`src/hdl/rcr_pkg.sv`:
```
// ----------------------------------------------------------------------------
// rcr_pkg
// shared types and constants of the chunk stream reassembler
// ----------------------------------------------------------------------------
package rcr_pkg;

    // chunk header formats
    localparam logic [1:0] FMT_FULL        = 2'd0;
    localparam logic [1:0] FMT_SAME_STREAM = 2'd1;
    localparam logic [1:0] FMT_SAME_LEN    = 2'd2;
    localparam logic [1:0] FMT_CONT        = 2'd3;

    localparam logic [23:0] CHUNK_SIZE_RESET = 24'd128;

    typedef enum logic [1:0] {
        ST_WAIT_DATA  = 2'd0,
        ST_WAIT_CHUNK = 2'd1,
        ST_COMPLETE   = 2'd2
    } t_status;

    typedef enum logic [2:0] {
        S_CLEAR,
        S_IDLE,
        S_LOOKUP,
        S_RESOLVE,
        S_DECIDE,
        S_PUSH
    } t_state;

    // one entry of the per-channel table
    typedef struct packed {
        logic        in_progress;
        logic [23:0] received;
        logic [31:0] delta;
        logic [31:0] timestamp;
        logic [7:0]  msg_type;
        logic [23:0] length;
    } t_chan_entry;

    typedef struct packed {
        logic clear_wr;
        logic capture;
        logic lookup;
        logic resolve;
        logic decide;
        logic load_out;
    } t_cmd;

    typedef struct packed {
        logic clear_last;
    } t_dp_status;

endpackage

```
`src/hdl/rcr_ctrl.sv`:
```
// ----------------------------------------------------------------------------
// rcr_ctrl
// sequencer: table clear after reset, then lookup, resolve, decide, push
// ----------------------------------------------------------------------------
module rcr_ctrl (
    input  logic                i_clk,
    input  logic                i_rst_n,
    input  logic                i_in_valid,
    output logic                o_in_stall,
    output logic                o_out_valid,
    input  logic                i_out_stall,
    input  rcr_pkg::t_dp_status i_dp_status,
    output rcr_pkg::t_cmd       o_cmd
);

    rcr_pkg::t_state r_state;
    rcr_pkg::t_state n_state;
    logic            r_out_valid;
    logic            n_out_valid;
    logic            w_slot_free;

    assign w_slot_free = !r_out_valid || !i_out_stall;

    always_ff @(posedge i_clk) begin
        if (!i_rst_n) begin
            r_state     <= rcr_pkg::S_CLEAR;
            r_out_valid <= 1'b0;
        end else begin
            r_state     <= n_state;
            r_out_valid <= n_out_valid;
        end
    end

    always_comb begin
        n_state     = r_state;
        n_out_valid = r_out_valid && i_out_stall;
        o_cmd       = '0;
        o_in_stall  = 1'b1;
        unique case (r_state)
            rcr_pkg::S_CLEAR: begin
                o_cmd.clear_wr = 1'b1;
                if (i_dp_status.clear_last) begin
                    n_state = rcr_pkg::S_IDLE;
                end
            end
            rcr_pkg::S_IDLE: begin
                o_in_stall    = 1'b0;
                o_cmd.capture = i_in_valid;
                if (i_in_valid) begin
                    n_state = rcr_pkg::S_LOOKUP;
                end
            end
            rcr_pkg::S_LOOKUP: begin
                o_cmd.lookup = 1'b1;
                n_state      = rcr_pkg::S_RESOLVE;
            end
            rcr_pkg::S_RESOLVE: begin
                o_cmd.resolve = 1'b1;
                n_state       = rcr_pkg::S_DECIDE;
            end
            rcr_pkg::S_DECIDE: begin
                o_cmd.decide = 1'b1;
                n_state      = rcr_pkg::S_PUSH;
            end
            rcr_pkg::S_PUSH: begin
                // wait for the output register to drain
                if (w_slot_free) begin
                    o_cmd.load_out = 1'b1;
                    n_out_valid    = 1'b1;
                    n_state        = rcr_pkg::S_IDLE;
                end
            end
            default: begin
                n_state = rcr_pkg::S_CLEAR;
            end
        endcase
    end

    assign o_out_valid = r_out_valid;

endmodule

```
`config.mk`:
```
export PLATFORM = sky130hd
export DESIGN_NAME = rcr_ctrl
export DESIGN_NICKNAME = d
export VERILOG_FILES = /design/src/hdl/rcr_pkg.sv /design/src/hdl/rcr_ctrl.sv
export SDC_FILE = /design/constraint.sdc
export NUM_CORES = 1
export LEC_CHECK = 0
export BUFFER_PORTS_ARGS = -buffer_cell sky130_fd_sc_hd__buf_4
export CORE_AREA = 2 2 39 41
export CTS_BUF_LIST = sky130_fd_sc_hd__clkbuf_8
export CTS_CLUSTER_SIZE = 28
export DETAILED_ROUTE_END_ITERATION = 16
export DIE_AREA = 0 0 41 43
export HOLD_SLACK_MARGIN = 0.12
export PLACE_DENSITY_LB_ADDON = 0.08
export SYNTH_ARGS = -nofsm -noshare
export SYNTH_HDL_FRONTEND = slang
export SYNTH_SLANG_ARGS = --single-unit
```
`constraint.sdc`:
```
create_clock -name i_clk -period 2.92 [get_ports i_clk]
set_input_delay 0.73 -clock i_clk [delete_from_list [all_inputs] [get_ports i_clk]]
set_output_delay 0.73 -clock i_clk [all_outputs]
set_load 0.01 [all_outputs]
```
==> flow_summary.json <==
{
  "outcome": "completed",
  "die_w_um": 41,
  "hpwl_um": 450,
  "p_per_area_mw_per_mm2": 565,
  "r2r_slack_ps": 1890,
  "crit_type": "reg -> out",
  "crit_path_max_incr_delay_ps": 450,
  "worst-path-buf-inv": 1,
  "clock_sinks": 4,
  "numCtsBuffers": 3,
  "whs_ps": 515,
  "power_mw": 0.212,
  "cts.path.max_buffers": 2,
  "synth_nets": 33,
  "finalMaxSlewViolations": 0,
  "fin_crit_ps": 2040,
  "async_flop_share_pct": 0,
  "synth_edf_count": 0,
  "design_area_um2": 375,
  "tns_ps": 0,
  "synth_top_area_share_pct": 34.0,
  "start_kind": "flop",
  "max_freq_mhz": 491,
  "rows": 14,
  "setup_viol": 0,
  "insertion_delay_ps": 210,
  "synth-seq-area-share_pct": 34.0,
  "grt_pass1_vias": 236,
  "nNetsFinal": 49,
  "use_met2_pct": 11.3,
  "ys_seq_elements": 4,
  "ant_nets": 0,
  "n_fill_cell": 153,
  "min_period_over_period_pct": 69.7,
  "drive_gt1_share_pct": 45.2,
  "gp_congestion": 0.622,
  "finClkSkew_ps": 0.972,
  "syn_inst": 28,
  "cts_hold_buf": 0,
  "synth_largest_area_cell": "dfxtp_1",
  "grt.met3_usage_pct": 4.71,
  "ir_worst_vdd_v": 0.000160,
  "htree_levels": 1,
  "ys_warn_count": 0,
  "cp_slowest_cell": "dfxtp_1",
  "start_util_pct": 17.0,
  "busiest_layer": "met2",
  "rsz0062_at_grt": "no",
  "root_buffer": "clkbuf_8",
  "routedWlPerCell_um": 9.69,
  "die_h_um": 43,
  "wirelength_um": 562,
  "cts_setup_buffers": 0,
  "post_synth.cell_area_avg_um2": 8.40,
  "viasPerCell": 4.09,
  "synth_flop_cell": "dfxtp_1",
  "gr-total-overflow": 0,
  "cp_max_fo": 9,
  "dp_cells": 55,
  "io_buffers": 12,
  "coreArea_mm2": 0.00138,
  "p_leak_nw": 0.168,
  "cap_violations": 0,
  "worst_pin_slew_ps": 272,
  "cts_tree": "yes",
  "finalHoldViolCount": 0,
  "grt_max_degree": 10,
  "hold_path_class": "reg -> reg",
  "drc": 0,
  "grt_pass1_wl_um": 986,
  "netlist_area_um2": 235,
  "ctsResizeCount": 0,
  "grt_antenna_before_repair": 0,
  "insertedDiodeCount": 0,
  "grt_use_total_pct": 8.84,
  "vias": 237,
  "arrival_ps": 1310,
  "syn_to_final_growth_pct": 59.6,
  "critPathCaptureType": "output port",
  "post_dp_cell_area_um2": 334,
  "cp_cell_sequence": "nor2b_2, nand2_1, a21oi_1, buf_4",
  "seqCellArea_um2": 80.1,
  "cp_top_family": "flip-flops",
  "io_pins": 13,
  "drt_iter0_markers": 0,
  "dr.pass1.iters": 1,
  "yosys-top-cells-count": "4 x a21oi_1, 4 x dfxtp_1, 3 x nand2_1, 3 x nand2b_1",
  "cp.required_ps": 2190,
  "synthTopCellsByArea": "dfxtp_1 34%, a21oi_1 8.5%, nand2b_1 8.0%",
  "path_clk_slew_ps": 30,
  "multi_input_area_um2": 140,
  "fin_cells": 58,
  "die-area_mm2": 0.00176,
  "gr-usage-met1_pct": 9.97,
  "yosysUniqueCellTypes": 16,
  "slew_headroom_pct": 81.9
}
## stage by stage
stage	utilization, %	setup slack, ps
after global routing	27.1	768
after CTS	27.1	881
final	27.1	884
after global placement	24.1	1060
after detailed placement	24.1	1040
after floorplan	-	1260
## flip-flops by register name (all words and copies together), names as in the netlist
register / flops
r_state: 3
o_out_valid: 1
## final timing paths
| check | start | depth (start not counted) | end |
|---|---|---|---|
| setup / recovery | r_state[0] | 4 | o_cmd[0] |
| hold / removal | o_out_valid | 2 | o_out_valid |
| setup reg to reg | r_state[0] | 3 | r_state[1] |
| hold reg to reg | o_out_valid | 2 | o_out_valid |
## where the power goes
part	internal [mW]	switching, mW	total [mW]
Combinational	0.0209	0.0147	0.0356
Sequential	0.0582	0.00613	0.0643
Clock	0.0875	0.0248	0.112
## tightest hold or removal path, stage by stage, from the launching register on
cell      delay (ps)
dfxtp_1          310
nand2_1           90
a21boi_1          60
## cell type report
type	instances	share of cell area [%]
well taps	16	5.33
clock buffers	3	11.0
repair buffers	12	24.0
inverters	1	1.00
multi-input cells	22	37.3
flip-flops and latches	4	21.3
## routing by layer
| metal | wire (um) | vias up |
|---|---|---|
| met1 | 228 | 105 |
| li1 | - | 125 |
| met3 | 37 | 0 |
| met5 | 0 | - |
| met2 | 296 | 7 |
| met4 | 0 | 0 |
## cells by family (layout without fill, tap and decap cells)
family	Yosys count	count (layout)	share of synthesized area, %
AND/OR/NAND/NOR	14	14	38.3
AO/OA/AOI/OAI	8	8	21.3
buffers and inverters	2	16	6.38
flip-flops	4	4	34.0
## cells in the final DEF (no fill, tap or decap), drive strengths merged
master / n
a211oi: 1
a21boi: 1
a21oi: 4
and2b: 1
and3: 2
buf: 12
clkbuf: 3
dfxtp: 4
inv: 1
nand2: 3
nand2b: 3
nor2: 1
nor2b: 1
nor3: 2
nor3b: 1
o21a: 2
No activity file was read; power rests on OpenSTA's default activity.
